<file path="src/sv/hcg_pkg.sv">
// hcg_pkg: types, constants and the sectors-per-track table for the CHS geometry block.
// Depends on nothing; imported by every other file of the block.
package hcg_pkg;

  localparam int SIZE_W = 32;
  localparam int TOT_W  = 23;   // total sectors: size >> 9
  localparam int DIV_W  = 12;   // heads * spt, at most 16 * 255
  localparam int CNT_W  = 5;
  localparam int CYL_W  = 16;
  localparam int HEAD_W = 5;
  localparam int SPT_W  = 8;
  localparam int SEC_SHIFT = 9;

  localparam logic [SIZE_W-1:0] SMALL_LIMIT = 32'h2000_0000;   // 512 MiB
  localparam logic [TOT_W-1:0]  CYL_SMALL_MAX = 23'd1023;
  localparam logic [TOT_W-1:0]  CYL_LIM_A     = 23'd16383;
  localparam logic [TOT_W-1:0]  CYL_LIM_B     = 23'd32767;
  localparam logic [CYL_W-1:0]  CYL_SAT       = 16'hFFFF;

  localparam logic [HEAD_W-1:0] HEAD_MIN  = 5'd4;
  localparam logic [HEAD_W-1:0] HEAD_MAX  = 5'd16;
  localparam logic [HEAD_W-1:0] HEAD_WIDE = 5'd5;

  localparam logic [1:0] SPT_IDX_FIRST = 2'd0;
  localparam logic [1:0] SPT_IDX_LAST  = 2'd2;
  localparam logic [CNT_W-1:0] CNT_LAST = CNT_W'(TOT_W - 1);

  localparam logic [SPT_W-1:0] SPT_63  = 8'd63;
  localparam logic [SPT_W-1:0] SPT_127 = 8'd127;
  localparam logic [SPT_W-1:0] SPT_255 = 8'd255;

  typedef enum logic [3:0] {
    S_IDLE  = 4'b0001,
    S_DIV   = 4'b0010,
    S_CHECK = 4'b0100,
    S_DONE  = 4'b1000
  } state_t;

  function automatic logic [SPT_W-1:0] spt_of(input logic [1:0] idx);
    logic [SPT_W-1:0] v;
    case (idx)
      2'd0:    v = SPT_63;
      2'd1:    v = SPT_127;
      default: v = SPT_255;
    endcase
    return v;
  endfunction

endpackage

</file>
<file path="src/sv/hcg_in_if.sv">
// hcg_in_if: input channel of the CHS geometry block (valid/ready plus image size).
// Depends on hcg_pkg.
interface hcg_in_if import hcg_pkg::*; ();
  logic              valid;
  logic              ready;
  logic [SIZE_W-1:0] size_bytes;

  modport source (output valid, output size_bytes, input ready);
  modport sink   (input valid, input size_bytes, output ready);
  modport mon    (input valid, input size_bytes, input ready);
endinterface

</file>
<file path="src/sv/hcg_out_if.sv">
// hcg_out_if: result channel of the CHS geometry block (valid/ready plus geometry).
// Depends on hcg_pkg.
interface hcg_out_if import hcg_pkg::*; ();
  logic              valid;
  logic              ready;
  logic              valid_res;
  logic [CYL_W-1:0]  cylinders;
  logic [HEAD_W-1:0] heads;
  logic [SPT_W-1:0]  sectors_per_track;

  modport source (output valid, output valid_res, output cylinders, output heads,
                  output sectors_per_track, input ready);
  modport sink   (input valid, input valid_res, input cylinders, input heads,
                  input sectors_per_track, output ready);
  modport mon    (input valid, input valid_res, input cylinders, input heads,
                  input sectors_per_track, input ready);
endinterface

</file>
<file path="src/sv/hardfile_chs_geometry.sv">
// hardfile_chs_geometry: picks a cylinder/head/sector geometry from a disk image size.
// Depends on hcg_pkg, hcg_in_if and hcg_out_if.
//
//   channel   dir   payload                                        handshake
//   in_ch     in    size_bytes[31:0]                               valid/ready
//   out_ch    out   valid_res, cylinders[15:0], heads[4:0], spt    valid/ready
//
// One item at a time. Each (spt, heads) trial is a bit-serial restoring divide of the
// 23-bit sector count, one quotient bit per cycle, followed by one fit check.
// An item takes at most 39 trials; a zero size skips the divide and goes straight to done.
// Synchronous active-low reset clears control only. A result waits in the output
// register while out_ch.ready is low; the next item is taken meanwhile.
module hardfile_chs_geometry import hcg_pkg::*; (
  input  logic      clk,
  input  logic      rst_n,
  hcg_in_if.sink    in_ch,
  hcg_out_if.source out_ch
);

  state_t state_r, state_nxt;

  logic [TOT_W-1:0]  tot_r, tot_nxt;
  logic              small_r, small_nxt;
  logic [TOT_W-1:0]  work_r, work_nxt;
  logic [DIV_W-1:0]  rem_r, rem_nxt;
  logic [DIV_W-1:0]  dvs_r, dvs_nxt;
  logic [CNT_W-1:0]  cnt_r, cnt_nxt;
  logic [1:0]        sidx_r, sidx_nxt;
  logic [HEAD_W-1:0] head_r, head_nxt;

  logic              res_valid_r, res_valid_nxt;
  logic [CYL_W-1:0]  res_cyl_r, res_cyl_nxt;
  logic [HEAD_W-1:0] res_head_r, res_head_nxt;
  logic [SPT_W-1:0]  res_spt_r, res_spt_nxt;

  logic              out_valid_r, out_valid_nxt;
  logic              out_vres_r;
  logic [CYL_W-1:0]  out_cyl_r;
  logic [HEAD_W-1:0] out_head_r;
  logic [SPT_W-1:0]  out_spt_r;

  logic [DIV_W:0]    shifted, diff;
  logic              ge, hi_zero, fit, out_free, out_load;
  logic [SPT_W-1:0]  spt_cur, spt_next;

  assign shifted  = {rem_r, work_r[TOT_W-1]};
  assign diff     = shifted - {1'b0, dvs_r};
  assign ge       = shifted >= {1'b0, dvs_r};
  assign hi_zero  = (work_r[TOT_W-1:CYL_W] == '0);
  assign spt_cur  = spt_of(sidx_r);
  assign spt_next = spt_of(sidx_r + 2'd1);
  assign out_free = !out_valid_r || out_ch.ready;

  always_comb begin
    if (small_r) begin
      fit = (work_r <= CYL_SMALL_MAX);
    end else begin
      fit = (work_r < CYL_LIM_A) || ((work_r < CYL_LIM_B) && (head_r >= HEAD_WIDE))
            || hi_zero;
    end
  end

  always_comb begin
    state_nxt     = state_r;
    tot_nxt       = tot_r;
    small_nxt     = small_r;
    work_nxt      = work_r;
    rem_nxt       = rem_r;
    dvs_nxt       = dvs_r;
    cnt_nxt       = cnt_r;
    sidx_nxt      = sidx_r;
    head_nxt      = head_r;
    res_valid_nxt = res_valid_r;
    res_cyl_nxt   = res_cyl_r;
    res_head_nxt  = res_head_r;
    res_spt_nxt   = res_spt_r;
    in_ch.ready   = 1'b0;
    out_load      = 1'b0;
    unique case (state_r)
      S_IDLE: begin
        in_ch.ready = 1'b1;
        if (in_ch.valid) begin
          tot_nxt   = in_ch.size_bytes[SIZE_W-1:SEC_SHIFT];
          small_nxt = (in_ch.size_bytes <= SMALL_LIMIT);
          work_nxt  = in_ch.size_bytes[SIZE_W-1:SEC_SHIFT];
          rem_nxt   = '0;
          cnt_nxt   = '0;
          sidx_nxt  = SPT_IDX_FIRST;
          head_nxt  = HEAD_MIN;
          dvs_nxt   = {2'b00, spt_of(SPT_IDX_FIRST), 2'b00};
          if (in_ch.size_bytes == '0) begin
            res_valid_nxt = 1'b0;
            res_cyl_nxt   = '0;
            res_head_nxt  = '0;
            res_spt_nxt   = '0;
            state_nxt     = S_DONE;
          end else begin
            state_nxt = S_DIV;
          end
        end
      end
      S_DIV: begin
        rem_nxt  = ge ? diff[DIV_W-1:0] : shifted[DIV_W-1:0];
        work_nxt = {work_r[TOT_W-2:0], ge};
        cnt_nxt  = cnt_r + 1'b1;
        if (cnt_r == CNT_LAST) begin
          state_nxt = S_CHECK;
        end
      end
      S_CHECK: begin
        if (fit) begin
          res_valid_nxt = 1'b1;
          res_cyl_nxt   = work_r[CYL_W-1:0];
          res_head_nxt  = head_r;
          res_spt_nxt   = spt_cur;
          state_nxt     = S_DONE;
        end else if (head_r == HEAD_MAX && sidx_r == SPT_IDX_LAST) begin
          // no fit at all: report last trial, cylinders saturated if above 16 bits
          res_valid_nxt = 1'b1;
          res_cyl_nxt   = hi_zero ? work_r[CYL_W-1:0] : CYL_SAT;
          res_head_nxt  = HEAD_MAX;
          res_spt_nxt   = SPT_255;
          state_nxt     = S_DONE;
        end else begin
          if (head_r == HEAD_MAX) begin
            sidx_nxt = sidx_r + 2'd1;
            head_nxt = HEAD_MIN;
            dvs_nxt  = {2'b00, spt_next, 2'b00};
          end else begin
            head_nxt = head_r + 1'b1;
            dvs_nxt  = dvs_r + {4'b0000, spt_cur};
          end
          work_nxt  = tot_r;
          rem_nxt   = '0;
          cnt_nxt   = '0;
          state_nxt = S_DIV;
        end
      end
      S_DONE: begin
        if (out_free) begin
          out_load  = 1'b1;
          state_nxt = S_IDLE;
        end
      end
      default: begin
        state_nxt = S_IDLE;
      end
    endcase
  end

  assign out_valid_nxt = out_load || (out_valid_r && !out_ch.ready);

  always_ff @(posedge clk) begin
    if (!rst_n) begin
      state_r     <= S_IDLE;
      out_valid_r <= 1'b0;
    end else begin
      state_r     <= state_nxt;
      out_valid_r <= out_valid_nxt;
    end
  end

  always_ff @(posedge clk) begin
    tot_r       <= tot_nxt;
    small_r     <= small_nxt;
    work_r      <= work_nxt;
    rem_r       <= rem_nxt;
    dvs_r       <= dvs_nxt;
    cnt_r       <= cnt_nxt;
    sidx_r      <= sidx_nxt;
    head_r      <= head_nxt;
    res_valid_r <= res_valid_nxt;
    res_cyl_r   <= res_cyl_nxt;
    res_head_r  <= res_head_nxt;
    res_spt_r   <= res_spt_nxt;
    if (out_load) begin
      out_vres_r <= res_valid_r;
      out_cyl_r  <= res_cyl_r;
      out_head_r <= res_head_r;
      out_spt_r  <= res_spt_r;
    end
  end

  assign out_ch.valid             = out_valid_r;
  assign out_ch.valid_res         = out_vres_r;
  assign out_ch.cylinders         = out_cyl_r;
  assign out_ch.heads             = out_head_r;
  assign out_ch.sectors_per_track = out_spt_r;

endmodule

</file>
<file path="src/flat_wrapper.sv">
// flat-port wrapper written by rule: the top's interface ports become plain ports
module hardfile_chs_geometry_flat import hcg_pkg::*;
  (clk, rst_n, in_ch_valid, in_ch_size_bytes, in_ch_ready, out_ch_valid, out_ch_valid_res, out_ch_cylinders, out_ch_heads, out_ch_sectors_per_track, out_ch_ready);
  hcg_in_if in_ch_i ();
  hcg_out_if out_ch_i ();
  input  logic clk;
  input  logic rst_n;
  input wire logic [$bits(in_ch_i.valid)-1:0] in_ch_valid;
  input wire logic [$bits(in_ch_i.size_bytes)-1:0] in_ch_size_bytes;
  output wire logic [$bits(in_ch_i.ready)-1:0] in_ch_ready;
  output wire logic [$bits(out_ch_i.valid)-1:0] out_ch_valid;
  output wire logic [$bits(out_ch_i.valid_res)-1:0] out_ch_valid_res;
  output wire logic [$bits(out_ch_i.cylinders)-1:0] out_ch_cylinders;
  output wire logic [$bits(out_ch_i.heads)-1:0] out_ch_heads;
  output wire logic [$bits(out_ch_i.sectors_per_track)-1:0] out_ch_sectors_per_track;
  input wire logic [$bits(out_ch_i.ready)-1:0] out_ch_ready;
  assign in_ch_i.valid = in_ch_valid;
  assign in_ch_i.size_bytes = in_ch_size_bytes;
  assign in_ch_ready = in_ch_i.ready;
  assign out_ch_valid = out_ch_i.valid;
  assign out_ch_valid_res = out_ch_i.valid_res;
  assign out_ch_cylinders = out_ch_i.cylinders;
  assign out_ch_heads = out_ch_i.heads;
  assign out_ch_sectors_per_track = out_ch_i.sectors_per_track;
  assign out_ch_i.ready = out_ch_ready;
  hardfile_chs_geometry u_core (.clk(clk), .rst_n(rst_n), .in_ch(in_ch_i), .out_ch(out_ch_i));
endmodule
</file>
<file path="config.mk">
export PLATFORM = sky130hd
export DESIGN_NAME = hardfile_chs_geometry_flat
export DESIGN_NICKNAME = d
export VERILOG_FILES = /design/src/sv/hcg_pkg.sv /design/src/sv/hcg_in_if.sv /design/src/sv/hcg_out_if.sv /design/src/sv/hardfile_chs_geometry.sv /design/src/flat_wrapper.sv
export SDC_FILE = /design/constraint.sdc
export NUM_CORES = 1
export LEC_CHECK = 0
export BUFFER_PORTS_ARGS = -buffer_cell sky130_fd_sc_hd__buf_2
export CORE_MARGIN = 3
export CORE_UTILIZATION = 59
export DETAILED_ROUTE_END_ITERATION = 12
export PLACE_DENSITY = 0.8
export SETUP_SLACK_MARGIN = 0.02
export SYNTH_ARGS = -nofsm -noshare
export SYNTH_HDL_FRONTEND = slang
export SYNTH_SLANG_ARGS = --single-unit
export TNS_END_PERCENT = 50
</file>
<file path="constraint.sdc">
create_clock -name clk -period 4.2 [get_ports clk]
set_input_delay 0.63 -clock clk [delete_from_list [all_inputs] [get_ports clk]]
set_output_delay 0.63 -clock clk [all_outputs]
set_load 0.1 [all_outputs]
</file>
==> out/metrics.yaml <==
cts:
  cts_tree: "built"
  hold_buffers: 0
  post_cts_buffers: 0
  cts.sinks: 138
  clockBufferDepth: 2
  worstSkewPairLatency_ns: 0.52
  cts_buffers: 17
  cts_htree_levels: 4
  cts_resized: 0
  clk_pin_slew_worst_paths_ns: 0.07
  clockRootBuffer: "clkbuf_8"
synth:
  synth_cell_type_count: 56
  yosysSeqAreaShare: 0.636
  synth_cells: 536
  syn-cell-area_sq_um: 6440
  synth_nets: 596
  synth_edf_count: 133
  ys.warnings.count: 0
  yosysTopAreaCellShare: 0.620
  synth-seq-cells: 138
  async_reset_ff_frac: 0
  synth_top_flop_cell: "edfxtp_1"
  syn_area_per_cell_sq_um: 12.0
  post-synth-top-area-cell: "edfxtp_1"
  synthTopCellsByArea: "edfxtp_1, ha_1, nor2_1"
worst_hold_path:
  min_from: "in_ch_size_bytes[22]"
  whs_path_depth: 1
  hold-path-endpoint: "u_core.tot_r[13]"
  hp-class: "input port to register"
timing:
  rsz0062_at_grt: "false"
  finalSetupViolations: 0
  fin_setup_tns_ns: 0
  fmax_mhz: 344
  slew_violations: 0
  hold_viol: 0
  skew_ns: 0.0130
  period_share: 0.691
  period_needed_ns: 2.90
  hold_slack_ns: 0.319
  relSlewSlack: 0.180
  max_slew.worst_pin.slew_ns: 1.22
  fin_ws_ns: 1.30
final_layout:
  multiInputGateArea_sq_um: 2130
  layout-drive-gt1-share: 0.193
  syn_to_final_growth_pct: 16.3
  ff_latch_area_sq_um: 4090
  fillers: 706
  finalNonFillerCells: 754
  diodes: 0
  postLayoutCoreUtil: 0.715
  nets: 665
global_routing:
  grt_pass1_vias: 4366
  antenna_found_initial: 0
  grt_pass1_wl_um: 22100
  grt_overflow: 0
  grt_max_degree: 35
  track_usage: 0.227
die:
  core-area_sq_um: 10500
  num_rows: 37
  dieArea_sq_um: 12200
  initial_core_util: 0.615
  die_h_um: 110
  die_w_um: 110
  num_io_pins: 68
worst_setup_path:
  regToRegEndpoint: "u_core.dvs_r[6]"
  r2r_cells: 7
  required_ns: 4.34
  r2r_setup_slack_ns: 1.30
  r2r-start: "u_core.state_r[2]"
  cp_max_fo: 34
  crit_path_end_kind: "register"
  path_class: "register to register"
  cp.arrival_ns: 3.05
  cp-start-kind: "register"
drt:
  routed_wl_um: 13700
  drc: 0
  drt-pass1-iter-count: 5
  route.vias.total: 4431
  wire_per_inst_um: 18.2
  drtIter0Drc: 435
  ant_nets: 0
  via_per_inst: 5.88
pwr:
  power.density_nw_per_um2: 688
  p_leak_nw: 2.96
  vdd_drop_max_uv: 446
place:
  dp_cells: 722
  dp_hpwl_um: 9330
  io_buffer_count: 67
  dpl_worst_slack_ns: 1.31
  routabilityCongestion: 0.866
outcome:
  status: "finished clean"
job:
  cap_violations: 0
-- where the power goes --
group          switching (mW)  leakage [nW]  internal, mW
registers               0.257          1.29          2.06
logic                   0.933          1.39         0.440
clock network           0.643         0.278         0.818
total                    1.83          2.96          3.31
-- cells in the final DEF, fill, tap and decap left out, drive strengths merged, types with 4 or more instances in the layout --
cell	netlist	routed
a21oi	22	22
nand2	67	67
nand4	5	5
clkbuf	10	17
inv	35	44
buf	12	72
mux2i	7	7
or3	4	4
and3	4	4
nor4	11	11
nor2	69	69
o21ai	14	14
xnor2	14	14
nand3	11	11
edfxtp	133	133
o21a	4	4
dfxtp	5	5
ha	23	23
a211oi	8	8
or2	6	6
nand2b	6	6
a22oi	23	23
nor3	4	4
-- area by class of cell --
type / instances / share of cell area
clock buffers: 17 / 0.0553
flip-flops and latches: 138 / 0.547
inverters: 35 / 0.0175
well taps: 136 / 0.0227
clock inverters: 15 / 0.0229
repair buffers: 72 / 0.0498
multi-input cells: 341 / 0.285
-- synthesized netlist by cell type (3+ instances only) --
cell and n:
nor3_1 4, nor2_1 68, ha_1 23, nor2b_1 3, a21oi_1 20, o31ai_1 3, o21ai_1 6, a211oi_1 6
o211ai_1 3, mux2i_1 7, buf_2 5, dfxtp_1 5, and3_1 4, nand3_1 11, buf_4 5, nor4_1 11
o21a_1 4, inv_1 34, o21ai_0 8, xor2_1 3, xnor2_1 14, edfxtp_1 133, a22oi_1 23, nand4_1 5
o22ai_1 3, or2_0 4, clkbuf_1 10, nand2_1 66, nand2b_1 6, or3_1 4
-- how the worst max path moves through the flow --
stage | startpoint | endpoint
floorplan | u_core.state_r[2] | u_core.res_cyl_r[0]
global placement | u_core.state_r[2] | u_core.work_r[3]
detailed placement | u_core.state_r[2] | u_core.work_r[7]
CTS | u_core.state_r[2] | u_core.dvs_r[6]
global route | u_core.state_r[2] | u_core.dvs_r[10]
finish | u_core.state_r[2] | u_core.dvs_r[6]
-- cells by family (layout without fill, tap and decap cells) --
logic type	Yosys count	in the layout	share of synthesized area
xor+xnor	17	17	0.0231
simple gates	202	202	0.147
flops	138	138	0.636
fa+ha+maj	24	24	0.0478
compound gates	91	91	0.0960
mux	7	7	0.0109
buf+inv	57	139	0.0394
-- sequential cells by signal, summed over array words and instances (netlist names) --
name and flops:
u_core.cnt_r 5, u_core.dvs_r 12, u_core.head_r 5, u_core.out_ch.cylinders 16, u_core.out_ch.heads 5, u_core.out_ch.sectors_per_track 3
u_core.out_ch.valid 1, u_core.out_ch.valid_res 1, u_core.rem_r 12, u_core.res_cyl_r 16, u_core.res_head_r 5, u_core.res_spt_r 3
u_core.res_valid_r 1, u_core.sidx_r 2, u_core.small_r 1, u_core.state_r 4, u_core.tot_r 23, u_core.work_r 23
-- critical path, cell delays in order (launching register included) --
cell and delay (ns):
dfxtp_1 0.49, or4b_1 0.46, buf_4 0.23, inv_2 0.09, buf_4 0.36, nand2_1 0.12
or2_1 0.24, nand2_1 0.53
-- per-layer routing --
metal,up-vias,part of all wire,GRT usage
met2,211,0.50,0.383
met4,0,0.017,0.0665
met3,24,0.070,0.0504
li1,2095,-,-
met1,2101,0.41,0.296
met5,-,0,0
-- through the flow --
step / area, sq um / power (mW)
2_1_floorplan: 6460 / 3.33
3_3_place_gp: 6900 / 3.60
3_5_place_dp: 6900 / 3.68
4_1_cts: 7490 / 5.14
5_1_grt: 7490 / 5.40
6_report: 7490 / 5.15
(Power assumes the default switching activity.)
